File: src/rtl/core/assert_macros.svh
// ----------------------------------------------------------------------------
// Assertion macros
// Shared concurrent assertion helpers; they compile away in synthesis.
// ----------------------------------------------------------------------------
`ifndef ASSERT_MACROS_SVH
`define ASSERT_MACROS_SVH

`ifndef SYNTHESIS

`define ASSERT_IMP(label, clk, rst_n, ante, cons) \
    label: assert property (@(posedge clk) disable iff (!rst_n) (ante) |-> (cons)) \
        else $error("assertion failed");

`define ASSERT_NEXT(label, clk, rst_n, ante, cons) \
    label: assert property (@(posedge clk) disable iff (!rst_n) (ante) |=> (cons)) \
        else $error("assertion failed");

`else

`define ASSERT_IMP(label, clk, rst_n, ante, cons)

`define ASSERT_NEXT(label, clk, rst_n, ante, cons)

`endif

`endif

File: src/rtl/core/utf8sd_pkg.sv
// ----------------------------------------------------------------------------
// UTF-8 stream decoder package
// Types and byte classification constants shared by the decoder modules.
// ----------------------------------------------------------------------------
package utf8sd_pkg;

    localparam int BYTE_W = 8;
    localparam int CP_W   = 21;
    localparam int LEN_W  = 3;

    localparam logic [LEN_W-1:0] LEN_IDLE  = 3'd0;
    localparam logic [LEN_W-1:0] LEN_ONE   = 3'd1;
    localparam logic [LEN_W-1:0] LEN_TWO   = 3'd2;
    localparam logic [LEN_W-1:0] LEN_THREE = 3'd3;
    localparam logic [LEN_W-1:0] LEN_FOUR  = 3'd4;

    localparam logic [BYTE_W-1:0] LEAD2_MASK = 8'hE0;
    localparam logic [BYTE_W-1:0] LEAD2_CODE = 8'hC0;
    localparam logic [BYTE_W-1:0] LEAD3_MASK = 8'hF0;
    localparam logic [BYTE_W-1:0] LEAD3_CODE = 8'hE0;
    localparam logic [BYTE_W-1:0] LEAD4_MASK = 8'hF8;
    localparam logic [BYTE_W-1:0] LEAD4_CODE = 8'hF0;
    localparam logic [1:0]        CONT_TAG   = 2'b10;

    typedef struct packed {
        logic              valid;
        logic [BYTE_W-1:0] data;
    } beat_t;

    typedef struct packed {
        logic              valid;
        logic [CP_W-1:0]   code_point;
        logic [LEN_W-1:0]  seq_length;
        logic              error;
    } result_t;

endpackage

File: src/rtl/core/utf8sd_in_stage.sv
// ----------------------------------------------------------------------------
// UTF-8 decoder input stage
// Registers one incoming byte beat and holds it until the decoder takes it.
// ----------------------------------------------------------------------------
module utf8sd_in_stage (
    input  logic                     clk,
    input  logic                     rst_n,
    input  logic                     in_valid,
    output logic                     in_stall,
    input  logic [7:0]               in_byte,
    input  logic                     advance,
    output utf8sd_pkg::beat_t        beat
);
    import utf8sd_pkg::*;

    logic              valid_reg;
    logic              valid_next;
    logic [BYTE_W-1:0] data_reg;
    logic [BYTE_W-1:0] data_next;

    assign in_stall = valid_reg && !advance;

    always_comb
    begin
        valid_next = valid_reg;
        data_next  = data_reg;
        if (!in_stall)
        begin
            valid_next = in_valid;
            data_next  = in_byte;
        end
    end

    always_ff @(posedge clk or negedge rst_n)
    begin
        if (!rst_n)
        begin
            valid_reg <= 1'b0;
        end
        else
        begin
            valid_reg <= valid_next;
        end
    end

    always_ff @(posedge clk)
    begin
        data_reg <= data_next;
    end

    assign beat.valid = valid_reg;
    assign beat.data  = data_reg;

endmodule

File: src/rtl/core/utf8sd_decode.sv
// ----------------------------------------------------------------------------
// UTF-8 decoder core
// Sequence state, per-byte decode and overlong check, and the result register.
// ----------------------------------------------------------------------------
module utf8sd_decode (
    input  logic                     clk,
    input  logic                     rst_n,
    input  utf8sd_pkg::beat_t        beat,
    input  logic                     out_stall,
    output logic                     advance,
    output utf8sd_pkg::result_t      result
);
    import utf8sd_pkg::*;

    logic [LEN_W-1:0]  exp_reg,     exp_next;
    logic [LEN_W-1:0]  held_reg,    held_next;
    logic [CP_W-1:0]   partial_reg, partial_next;
    logic [2:0]        lead_reg,    lead_next;
    logic [BYTE_W-1:0] second_reg,  second_next;
    logic              bad_reg,     bad_next;

    logic              out_valid_reg, out_valid_next;
    logic [CP_W-1:0]   cp_reg,  cp_next;
    logic [LEN_W-1:0]  len_reg, len_next;
    logic              err_reg, err_next;

    logic [BYTE_W-1:0] b;
    logic              emit;
    logic              start;
    logic              bad_n;
    logic [BYTE_W-1:0] second_n;
    logic [CP_W-1:0]   partial_n;
    logic [LEN_W-1:0]  held_n;
    logic              overlong;
    logic [CP_W-1:0]   res_cp;
    logic [LEN_W-1:0]  res_len;
    logic              res_err;

    assign advance = !out_valid_reg || !out_stall;
    assign b       = beat.data;

    always_comb
    begin
        exp_next     = exp_reg;
        held_next    = held_reg;
        partial_next = partial_reg;
        lead_next    = lead_reg;
        second_next  = second_reg;
        bad_next     = bad_reg;
        emit         = 1'b0;
        start        = 1'b0;
        res_cp       = '0;
        res_len      = LEN_IDLE;
        res_err      = 1'b0;
        bad_n        = bad_reg | (b[7:6] != CONT_TAG);
        second_n     = (held_reg == LEN_ONE) ? b : second_reg;
        partial_n    = {partial_reg[CP_W-7:0], b[5:0]};
        held_n       = held_reg + LEN_ONE;
        case (exp_reg)
            LEN_TWO:   overlong = (partial_n[10:7] == 4'd0);
            LEN_THREE: overlong = (partial_n[CP_W-1:12] == '0) && !second_n[5];
            default:   overlong = (lead_reg == 3'd0) && (second_n[5:4] == 2'd0);
        endcase

        if (beat.valid && advance)
        begin
            if (exp_reg == LEN_IDLE)
            begin
                if (!b[7])
                begin
                    emit    = 1'b1;
                    res_cp  = {{(CP_W-BYTE_W){1'b0}}, b};
                    res_len = LEN_ONE;
                end
                else if ((b & LEAD2_MASK) == LEAD2_CODE)
                begin
                    start        = 1'b1;
                    exp_next     = LEN_TWO;
                    partial_next = {{(CP_W-5){1'b0}}, b[4:0]};
                end
                else if ((b & LEAD3_MASK) == LEAD3_CODE)
                begin
                    start        = 1'b1;
                    exp_next     = LEN_THREE;
                    partial_next = {{(CP_W-4){1'b0}}, b[3:0]};
                end
                else if ((b & LEAD4_MASK) == LEAD4_CODE)
                begin
                    start        = 1'b1;
                    exp_next     = LEN_FOUR;
                    partial_next = {{(CP_W-3){1'b0}}, b[2:0]};
                end
                else
                begin
                    emit    = 1'b1;
                    res_err = 1'b1;
                end
                if (start)
                begin
                    held_next   = LEN_ONE;
                    lead_next   = b[2:0];
                    second_next = '0;
                    bad_next    = 1'b0;
                end
            end
            else if (held_n < exp_reg)
            begin
                held_next    = held_n;
                partial_next = partial_n;
                second_next  = second_n;
                bad_next     = bad_n;
            end
            else
            begin
                emit = 1'b1;
                if (bad_n || overlong)
                begin
                    res_err = 1'b1;
                end
                else
                begin
                    res_cp  = partial_n;
                    res_len = exp_reg;
                end
                exp_next     = LEN_IDLE;
                held_next    = LEN_IDLE;
                partial_next = '0;
                lead_next    = 3'd0;
                second_next  = '0;
                bad_next     = 1'b0;
            end
        end

        out_valid_next = advance ? emit : out_valid_reg;
        cp_next        = emit ? res_cp  : cp_reg;
        len_next       = emit ? res_len : len_reg;
        err_next       = emit ? res_err : err_reg;
    end

    always_ff @(posedge clk or negedge rst_n)
    begin
        if (!rst_n)
        begin
            exp_reg       <= LEN_IDLE;
            held_reg      <= LEN_IDLE;
            partial_reg   <= '0;
            lead_reg      <= 3'd0;
            second_reg    <= '0;
            bad_reg       <= 1'b0;
            out_valid_reg <= 1'b0;
        end
        else
        begin
            exp_reg       <= exp_next;
            held_reg      <= held_next;
            partial_reg   <= partial_next;
            lead_reg      <= lead_next;
            second_reg    <= second_next;
            bad_reg       <= bad_next;
            out_valid_reg <= out_valid_next;
        end
    end

    always_ff @(posedge clk)
    begin
        cp_reg  <= cp_next;
        len_reg <= len_next;
        err_reg <= err_next;
    end

    assign result.valid      = out_valid_reg;
    assign result.code_point = cp_reg;
    assign result.seq_length = len_reg;
    assign result.error      = err_reg;

endmodule

File: src/rtl/core/utf8_stream_decoder.sv
// ----------------------------------------------------------------------------
// UTF-8 stream decoder
// Byte-serial UTF-8 decoder with valid/stall channels on both sides.
// ----------------------------------------------------------------------------
// The input channel carries one raw byte per beat on in_byte. The output
// channel carries one result beat per completed sequence: code_point,
// seq_length and error, where an error beat has zero code point and length.
// Single-byte characters and bad lead bytes give a result at once; the other
// bytes of a multi-byte sequence give no beat until its last byte arrives.
// A byte is registered in the input register on acceptance and decoded once
// the decoder takes it, and its result beat is held in the result register.
// One byte is taken every cycle while the receiver does not stall; the rate
// is set by the single decode step between the input and result registers.
// While the receiver stalls, the result register holds its beat and one more
// byte may still be taken into the input register; after that in_stall rises
// until the result is taken.
// Reset clears both registers' valid flags and returns the decoder to idle.
// ----------------------------------------------------------------------------
`include "assert_macros.svh"

module utf8_stream_decoder (
    input  logic        clk,
    input  logic        rst_n,
    input  logic        in_valid,
    output logic        in_stall,
    input  logic [7:0]  in_byte,
    output logic        out_valid,
    input  logic        out_stall,
    output logic [20:0] code_point,
    output logic [2:0]  seq_length,
    output logic        error
);
    import utf8sd_pkg::*;

    beat_t   beat;
    result_t result;
    logic    advance;
    logic    err_clean;
    logic    len_legal;
    logic    ascii_beat;

    utf8sd_in_stage u_in_stage (
        .clk      (clk),
        .rst_n    (rst_n),
        .in_valid (in_valid),
        .in_stall (in_stall),
        .in_byte  (in_byte),
        .advance  (advance),
        .beat     (beat)
    );

    utf8sd_decode u_decode (
        .clk       (clk),
        .rst_n     (rst_n),
        .beat      (beat),
        .out_stall (out_stall),
        .advance   (advance),
        .result    (result)
    );

    assign out_valid  = result.valid;
    assign code_point = result.code_point;
    assign seq_length = result.seq_length;
    assign error      = result.error;

    assign err_clean  = (code_point == '0) && (seq_length == LEN_IDLE);
    assign len_legal  = (seq_length == LEN_ONE) || (seq_length == LEN_TWO) ||
                        (seq_length == LEN_THREE) || (seq_length == LEN_FOUR);
    assign ascii_beat = out_valid && !error && (seq_length == LEN_ONE);

    `ASSERT_IMP(a_err_zero, clk, rst_n, out_valid && error, err_clean)
    `ASSERT_IMP(a_len_ok, clk, rst_n, out_valid && !error, len_legal)
    `ASSERT_IMP(a_ascii_range, clk, rst_n, ascii_beat, code_point[20:7] == '0)
    `ASSERT_IMP(a_backpressure, clk, rst_n, beat.valid && out_valid && out_stall, in_stall)

endmodule
File: config.mk
export PLATFORM = sky130hd
export DESIGN_NAME = utf8_stream_decoder
export DESIGN_NICKNAME = d
export VERILOG_FILES = /design/src/rtl/core/utf8sd_pkg.sv /design/src/rtl/core/utf8sd_in_stage.sv /design/src/rtl/core/utf8sd_decode.sv /design/src/rtl/core/utf8_stream_decoder.sv
export VERILOG_INCLUDE_DIRS = /design/src /design/src/rtl/core
export SDC_FILE = /design/constraint.sdc
export NUM_CORES = 1
export LEC_CHECK = 0
export BUFFER_PORTS_ARGS = -buffer_cell sky130_fd_sc_hd__buf_4
export CAP_MARGIN = 20
export CORE_UTILIZATION = 27
export CTS_CLUSTER_DIAMETER = 100
export DETAILED_ROUTE_END_ITERATION = 8
export PLACE_DENSITY_LB_ADDON = 0.2
export SYNTH_ARGS = -nofsm -noshare
export SYNTH_HDL_FRONTEND = slang
export SYNTH_SLANG_ARGS = --single-unit
File: constraint.sdc
create_clock -name clk -period 3 [get_ports clk]
set_clock_uncertainty 0.2 [all_clocks]
set_input_delay 0.3 -clock clk [delete_from_list [all_inputs] [get_ports clk]]
set_output_delay 0.3 -clock clk [all_outputs]
set_load 0.05 [all_outputs]
==> results of run 1 <==
[cells in the mapped netlist (2+ instances only)]
library cell  count
nand2_1          21
or4_1             2
ha_1              4
nand3_1          10
buf_6             2
nor2_1            6
buf_2             2
dfrtp_1          29
a22o_2            3
o21a_1            7
and2_2            3
o21ai_0          10
inv_1             7
and2_1           14
nor4b_1           2
a21oi_1           2
mux2i_1           2
or3_1             2
o22ai_1           2
nand2b_1          2
edfxtp_1         33
a22o_1           13
[routing by layer]
metal	wire length [um]	vias to the layer above	share of wire [%]
li1	-	853	-
met1	2770	875	48
met2	2560	39	45
met3	265	13	4.6
met4	136	0	2.4
met5	0	-	0
[area by class of cell]
type	count	area share (%)
well taps	129	4.85
inverters	7	0.790
flip-flops and latches	62	51.6
clock buffers	12	4.06
repair buffers	56	13.4
multi-input cells	125	24.6
clock inverters	4	0.715
[tightest hold or removal path, stage by stage]
cell	delay [ns]
buf_4	0.09
nand2_1	0.08
nand2_1	0.07
[worst max-delay path by stage]
stage	start	cells past startpoint	to	slack, ns
floorplan	u_decode.held_reg[0]$_DFFE_PN0P_	8	u_decode.cp_reg[0]$_SDFFCE_PN0P_	0.21
global placement	u_decode.held_reg[0]$_DFFE_PN0P_	9	u_decode.cp_reg[6]$_SDFFCE_PN0P_	0.37
detailed placement	u_decode.held_reg[0]$_DFFE_PN0P_	9	u_decode.cp_reg[7]$_SDFFCE_PP0P_	0.34
CTS	u_decode.held_reg[0]$_DFFE_PN0P_	9	u_decode.cp_reg[7]$_SDFFCE_PP0P_	0.33
global route	u_decode.held_reg[0]$_DFFE_PN0P_	9	u_decode.cp_reg[7]$_SDFFCE_PP0P_	0.19
finish	u_decode.held_reg[0]$_DFFE_PN0P_	9	u_decode.cp_reg[7]$_SDFFCE_PP0P_	0.33
[cells by family (layout without fill, tap and decap cells)]
family	Yosys count	in the layout	synth area share [%]
buffers and inverters	11	79	2.27
AOI/OAI and AO/OA	46	46	13.3
muxes	2	2	0.773
adders and majority gates	4	4	1.93
and+or+nand+nor	72	72	15.1
DFF	62	62	66.2
xor gates and xnor gates	1	1	0.338
[stage by stage]
stage	cells	cell area [um^2]
after floorplan	198	2590
after global placement	369	3070
after detailed placement	369	3070
after CTS	395	3330
after global routing	395	3330
final	395	3330
==> results.ini, run 1 <==
[cells_and_area]
syn2layout_area_growth_pct = 28.4
multi_input_area_um2 = 818
largest_reg_flops = 21
fillers = 959
layout-drive-gt1-share_pct = 26.7
final_nets = 277
seq_area_um2 = 1720
antenna_cells = 0
layout_commonest_cell = buf_4
final_cell_mix = 46 x buf_4, 33 x edfxtp_1, 29 x dfrtp_1
utilization_pct = 35.8

[cts]
htree_levels = 3
holdBufCountCts = 10
clk_latency_ns = 0.35
clockBufferDepth = 2
clock-sinks = 62
cts-root-buf = clkbuf_8
cts.clk_slew.worst_paths_ns = 0.07
cts_inserted_buffers = 9
cts_tree = built
cts_setup_buffers = 0
cts_resized = 0

[yosys]
netlist_instances = 198
yosysTopAreaCellShare_pct = 38.2
yosysSeqAreaShare_pct = 66.2
netlist_area_um2 = 2590
yosysUniqueCellTypes = 42
synth_top_flop_cell = edfxtp_1
async_flop_share_pct = 46.8
yosysWarnings = 0
synthTopCellsByArea = edfxtp_1 38%, dfrtp_1 28%, a22o_1 4.4%
ys_ff_latch = 62
synth_area_leader_cell = edfxtp_1
postSynthAreaPerCell_um2 = 13.1
synth_edf_count = 33
synth_fp_nets = 214

[critical_path]
worst_setup_path_end_kind = register
critPathRequiredTime_ns = 3.02
arrival_ns = 2.69
critPathSlowestCell = or4_4
cpLargestDelayFamily = simple AND/OR/NAND/NOR gates
regToRegEndpoint = u_decode.cp_reg[7]$_SDFFCE_PP0P_
worst-path-buf-inv = 1
crit_top_cell = ha_1
reg2regPathDepth = 9
crit_type = reg -> reg
crit_chain = ha_1 > xor2_1 > ha_1 > nand2_1 > o21a_1 > or4_4 > a21oi_4 > buf_4 > and2_2
worst_r2r_startpoint = u_decode.held_reg[0]$_DFFE_PN0P_
rrSetupSlack_ns = 0.33
critPathMaxFanout = 12
worstSetupStartpointType = register
max_stage_delay_ns = 0.49

[sta]
drv_slew = 0
fin_ws_ns = 0.332
period_needed_ns = 2.67
setup_tns_ns = 0
hold_viol = 0
slew_headroom_pct = 58.9
hold_ws_ns = 0.0201
rsz0062_at_grt = no
worstMarginPinSlew_ns = 0.615
setup_viol = 0
fin_crit_sh_pct = 88.9
fmax_mhz = 375

[status]
outcome = completed

[floorplanning]
initial_core_util_pct = 27.9
fp.dieW_um = 100
rows = 35
die_area_um2 = 9990
ioPinCount = 39
coreArea_um2 = 9280
die_h_um = 100

[grt]
grt_overflow_total = 0
grt_pass1_vias = 1781
grtUsageTotal_pct = 12.7
grt_max_degree = 30
antenna_found_initial = 0
grt_pass1_wl_mm = 9.39
grt_busiest_layer = met2
met1_usage_pct = 17.1
grt_use_met3_pct = 4.32
gr-usage-met2_pct = 18.4

[placement]
post-place-ws_ns = 0.339
gp_congestion = 0.844
place_hpwl_mm = 3.92
numPortBuffers = 38

[routing]
first_pass_iters = 4
drc = 0
ant_nets = 0
wl_mm = 5.73
viasPerCell = 4.51
vias = 1780
wl_per_cell_um = 14.5
drtIter0Drc = 84

[hold_path]
hold_start = out_stall
hold_path_end = u_decode.out_valid_reg$_DFFE_PN0N_
hold_class = in -> reg
hold_depth = 3

[run]
maxCapViolations = 0

Power of run 1 is left out: the tool's default activity adds up to more than one toggle a clock period on the data nets, which glitch-free logic cannot reach.
==> inputs of run 2 (changes only) <==
CTS_BUF_LIST = sky130_fd_sc_hd__clkbuf_8   (was not set)
==> results.ini, run 2 (synthesized netlist as in run 1, its figures left out) <==
[sta]
period_needed_ns = 2.67
rsz0062_at_grt = no
slew_headroom_pct = 59.9
hold_viol = 0
setup_viol = 0
fin_crit_sh_pct = 88.9
fmax_mhz = 375
drv_slew = 0
worstMarginPinSlew_ns = 0.600
setup_tns_ns = 0

[cells_and_area]
antenna_cells = 0
final_nets = 277
fillers = 959
layout-drive-gt1-share_pct = 26.7
layout_commonest_cell = buf_4
final_cell_mix = 46 x buf_4, 33 x edfxtp_1, 29 x dfrtp_1
multi_input_area_um2 = 818
syn2layout_area_growth_pct = 28.4
largest_reg_flops = 21
seq_area_um2 = 1720

[grt]
antenna_found_initial = 0
grt_pass1_wl_mm = 9.39
grt_max_degree = 30
grt_pass1_vias = 1781
grt_overflow_total = 0
grtUsageTotal_pct = 12.7

[routing]
drc = 0
wl_per_cell_um = 14.5
highest_layer = met4
dr_wl_met3_um = 331
viasPerCell = 4.53
vias = 1791
ant_nets = 0
drtIter0Drc = 82
routed-wl-met2_mm = 2.57
first_pass_iters = 4
wl_mm = 5.72
wl_met1_mm = 2.68

[floorplanning]
fp.dieW_um = 100
die_h_um = 100
rows = 35
ioPinCount = 39
die_area_um2 = 9990
coreArea_um2 = 9280
initial_core_util_pct = 27.9

[cts]
cts_inserted_buffers = 9
clockBufferDepth = 2
cts_tree = built
cts_setup_buffers = 0
htree_levels = 3
cts.clk_slew.worst_paths_ns = 0.07
cts-root-buf = clkbuf_8
clock-sinks = 62
clk_latency_ns = 0.35

[critical_path]
arrival_ns = 2.69
worstSetupStartpointType = register
critPathMaxFanout = 12
critPathRequiredTime_ns = 3.03
crit_type = reg -> reg
worst_setup_path_end_kind = register

[hold_path]
hold_class = in -> reg

[status]
outcome = completed

[run]
maxCapViolations = 0

[placement]
numPortBuffers = 38
place_hpwl_mm = 3.92
gp_congestion = 0.844

## run 2: changes by cell type in the layout (fill, tap and decap cells not counted), sizes merged
cell,change
inv,+3
clkbuf,-3
## run 2: layout make-up
type / instances / area share [%]
Clock buffer: 9 / 3.72
Clock inverter: 7 / 1.05
Inverter: 7 / 0.790
Multi-Input combinational cell: 125 / 24.6
Sequential cell: 62 / 51.6
Tap cell: 129 / 4.85
Timing Repair Buffer: 56 / 13.4
## run 2: layer usage
metal	track usage (%)	vias up
li1	-	854
met1	17.1	875
met2	18.4	49
met3	4.32	13
met4	6.00	0
met5	0	-
## run 2: stage by stage
stage	setup WS (ns)	util, %	instance area [um^2]	std cells	hold slack [ns]
floorplan	0.215	-	2590	198	-0.196
CTS	0.330	35.8	3330	395	0.0164
global route	0.186	35.8	3330	395	0.0394
global placement	0.370	33.0	3070	369	0.0552
finish	0.333	35.8	3330	395	0.0201
detailed placement	0.339	33.0	3070	369	0.0563
## run 2: worst paths after layout
| check | from | to | slack, ns | depth (start not counted) |
|---|---|---|---|---|
| max | u_decode.held_reg[0]$_DFFE_PN0P_ | u_decode.cp_reg[7]$_SDFFCE_PP0P_ | 0.33 | 9 |
| min | out_stall | u_decode.out_valid_reg$_DFFE_PN0N_ | 0.02 | 3 |
| max reg2reg | u_decode.held_reg[0]$_DFFE_PN0P_ | u_decode.cp_reg[7]$_SDFFCE_PP0P_ | 0.33 | 9 |
| min reg2reg | u_decode.second_reg[4]$_DFFE_PN0P_ | u_decode.second_reg[4]$_DFFE_PN0P_ | 0.28 | 2 |
| max in group asynchronous | rst_n | u_decode.exp_reg[0]$_DFFE_PN0P_ | 2.08 | 2 |
| min in group asynchronous | rst_n | u_decode.partial_reg[4]$_DFFE_PN0P_ | 0.24 | 2 |
## run 2: critical path, cell delays in order (launching register included)
cell,delay (ns)
dfrtp_1,0.42
ha_1,0.24
xor2_1,0.15
ha_1,0.29
nand2_1,0.07
o21a_1,0.19
or4_4,0.49
a21oi_4,0.14
buf_4,0.20
and2_2,0.16
## run 2: what timing repair did
action	in CTS	in global routing
resized for setup	0	0
hold buffers	10	0
hold endpoints to repair	38	0
Power of run 2 is left out for the same reason.
==> inputs of run 3 (changes only) <==
SYNTH_HIERARCHICAL = 1   (was not set)
==> results.ini, run 3 <==
[status]
outcome = completed

[sta]
period_needed_ns = 2.76
drv_slew = 0
fin_ws_ns = 0.235
fin_crit_sh_pct = 92.2
hold_viol = 0
setup_tns_ns = 0
setup_viol = 0
worstMarginPinSlew_ns = 0.623
rsz0062_at_grt = no
slew_headroom_pct = 58.3
fmax_mhz = 362

[grt]
grt_overflow_total = 0
grtUsageTotal_pct = 12.6
grt_max_degree = 30
antenna_found_initial = 0
grt_pass1_vias = 1852
grt_pass1_wl_mm = 9.45

[critical_path]
critPathSlowestCell = or4_4
crit_chain = ha_1 > xor2_1 > ha_1 > nand2_1 > o21a_1 > or4_4 > a21oi_4 > buf_4 > and2_1
critPathMaxFanout = 14
crit_top_cell = ha_1
critPathRequiredTime_ns = 2.99
max_stage_delay_ns = 0.53
crit_type = reg -> reg
worst_setup_path_end_kind = register
arrival_ns = 2.76
worstSetupStartpointType = register

[floorplanning]
die_area_um2 = 10100
rows = 35
ioPinCount = 39
fp.dieW_um = 101
die_h_um = 101
initial_core_util_pct = 28.2
coreArea_um2 = 9330

[routing]
wl_per_cell_um = 14.1
drtIter0Drc = 73
vias = 1775
viasPerCell = 4.48
first_pass_iters = 4
ant_nets = 0
wl_mm = 5.59
drc = 0

[run]
maxCapViolations = 0

[placement]
numPortBuffers = 38
place_hpwl_mm = 3.83
placed_cell_area_um2 = 3080
gp_congestion = 0.804
dp_cells = 371
post-place-ws_ns = 0.256

[cts]
clockBufferDepth = 2
cts.clk_slew.worst_paths_ns = 0.07
cts_inserted_buffers = 9
htree_levels = 3
clk_latency_ns = 0.33
cts_setup_buffers = 0
cts_tree = built
clock-sinks = 62
cts-root-buf = clkbuf_8

[yosys]
netlist_instances = 205
synth_edf_count = 33
netlist_area_um2 = 2630
synthTopCellsByArea = edfxtp_1 38%, dfrtp_1 28%, a22o_1 4.7%
synth.most_common_cell = edfxtp_1
synth_top_cells_by_count = 33 x edfxtp_1, 29 x dfrtp_1, 19 x nand2_1, 16 x and2_1, 14 x a22o_1
yosysWarnings = 6
postSynthAreaPerCell_um2 = 12.8
ys_ff_latch = 62
synth_top_flop_cell = edfxtp_1
yosysTopAreaCellShare_pct = 37.7
yosysSeqAreaShare_pct = 65.3
yosysUniqueCellTypes = 40
synth_area_leader_cell = edfxtp_1
synth_fp_nets = 221
async_flop_share_pct = 46.8

[cells_and_area]
stdcell_count = 396
antenna_cells = 0
layout-drive-gt1-share_pct = 24.3
largest_reg_flops = 21
syn2layout_area_growth_pct = 28.7
layout_commonest_cell = buf_4
fillers = 921
final_nets = 279
design_area_um2 = 3380
final_cell_mix = 44 x buf_4, 33 x edfxtp_1, 29 x dfrtp_1

[hold_path]
hold_class = in -> reg

==> run 3: cell types whose count changed after synthesis, moves of 2 or more <==
cell	change
a22o_2	-3
and2_1	+2
and2_2	-3
buf_4	+4
nand2_1	-2
nor2_1	+4
nor3_1	+2
nor4b_1	-2
==> run 3: timing repair <==
| item | in CTS | in global routing |
|---|---|---|
| gates resized for setup | 0 | 0 |
| hold buffers | 10 | 0 |
| endpoints found under the hold margin | 38 | 0 |
| setup endpoints to repair | 0 | 0 |
==> run 3: path summary, 6_finish.rpt <==
check	from	to	slack [ns]	cells after the start
min in group asynchronous	rst_n	u_decode/out_valid_reg$_DFFE_PN0N_	0.23	2
max	u_decode/held_reg[0]$_DFFE_PN0P_	u_decode/cp_reg[8]$_SDFFCE_PP0P_	0.24	9
max in group asynchronous	rst_n	u_decode/partial_reg[7]$_DFFE_PN0P_	2.08	2
max reg2reg	u_decode/held_reg[0]$_DFFE_PN0P_	u_decode/cp_reg[8]$_SDFFCE_PP0P_	0.24	9
min reg2reg	u_decode/second_reg[5]$_DFFE_PN0P_	u_decode/second_reg[5]$_DFFE_PN0P_	0.29	2
min	out_stall	u_decode/out_valid_reg$_DFFE_PN0N_	0.06	3
==> run 3: worst max-delay path, delay by kind of cell (launching register included) <==
family	cells	cell delay [ns]
buffers and inverters	1	0.19
and+or+nand+nor	3	0.77
xor gates and xnor gates	1	0.15
AOI/OAI and AO/OA	2	0.35
DFF	1	0.43
adders and majority gates	2	0.54
==> run 3: kinds of logic (layout without fill, tap and decap cells) <==
family | count (synthesis) | after routing | share of synthesized area [%]
xor gates and xnor gates | 1 | 1 | 0.333
muxes | 2 | 2 | 0.762
DFF | 62 | 62 | 65.3
adders and majority gates | 4 | 4 | 1.90
and+or+nand+nor | 74 | 74 | 15.2
AOI/OAI and AO/OA | 47 | 47 | 13.1
buffers and inverters | 15 | 77 | 3.33
==> run 3: stage by stage <==
step           hold slack [ns]  util [%]
5_1_grt                 0.0858      36.3
3_3_place_gp            0.0615      33.0
2_1_floorplan           -0.196         -
4_1_cts                 0.0446      36.3
6_report                0.0629      36.3
3_5_place_dp            0.0604      33.0
==> run 3: routing by layer <==
metal	track usage (%)	wire length [um]
met1	16.1	2510
met2	20.0	2740
met3	3.81	280
met4	4.79	55
met5	0	0
==> run 3: layout make-up <==
type                    instances  area, um^2  area share [%]
repair buffers                 55         450            13.3
multi-input cells             128         827            24.4
well taps                     129         161            4.77
inverters                       7        26.3           0.776
clock buffers                   9         124            3.66
flip-flops and latches         62        1720            50.7
clock inverters                 6        78.8            2.33
Power of run 3 is left out for the same reason.
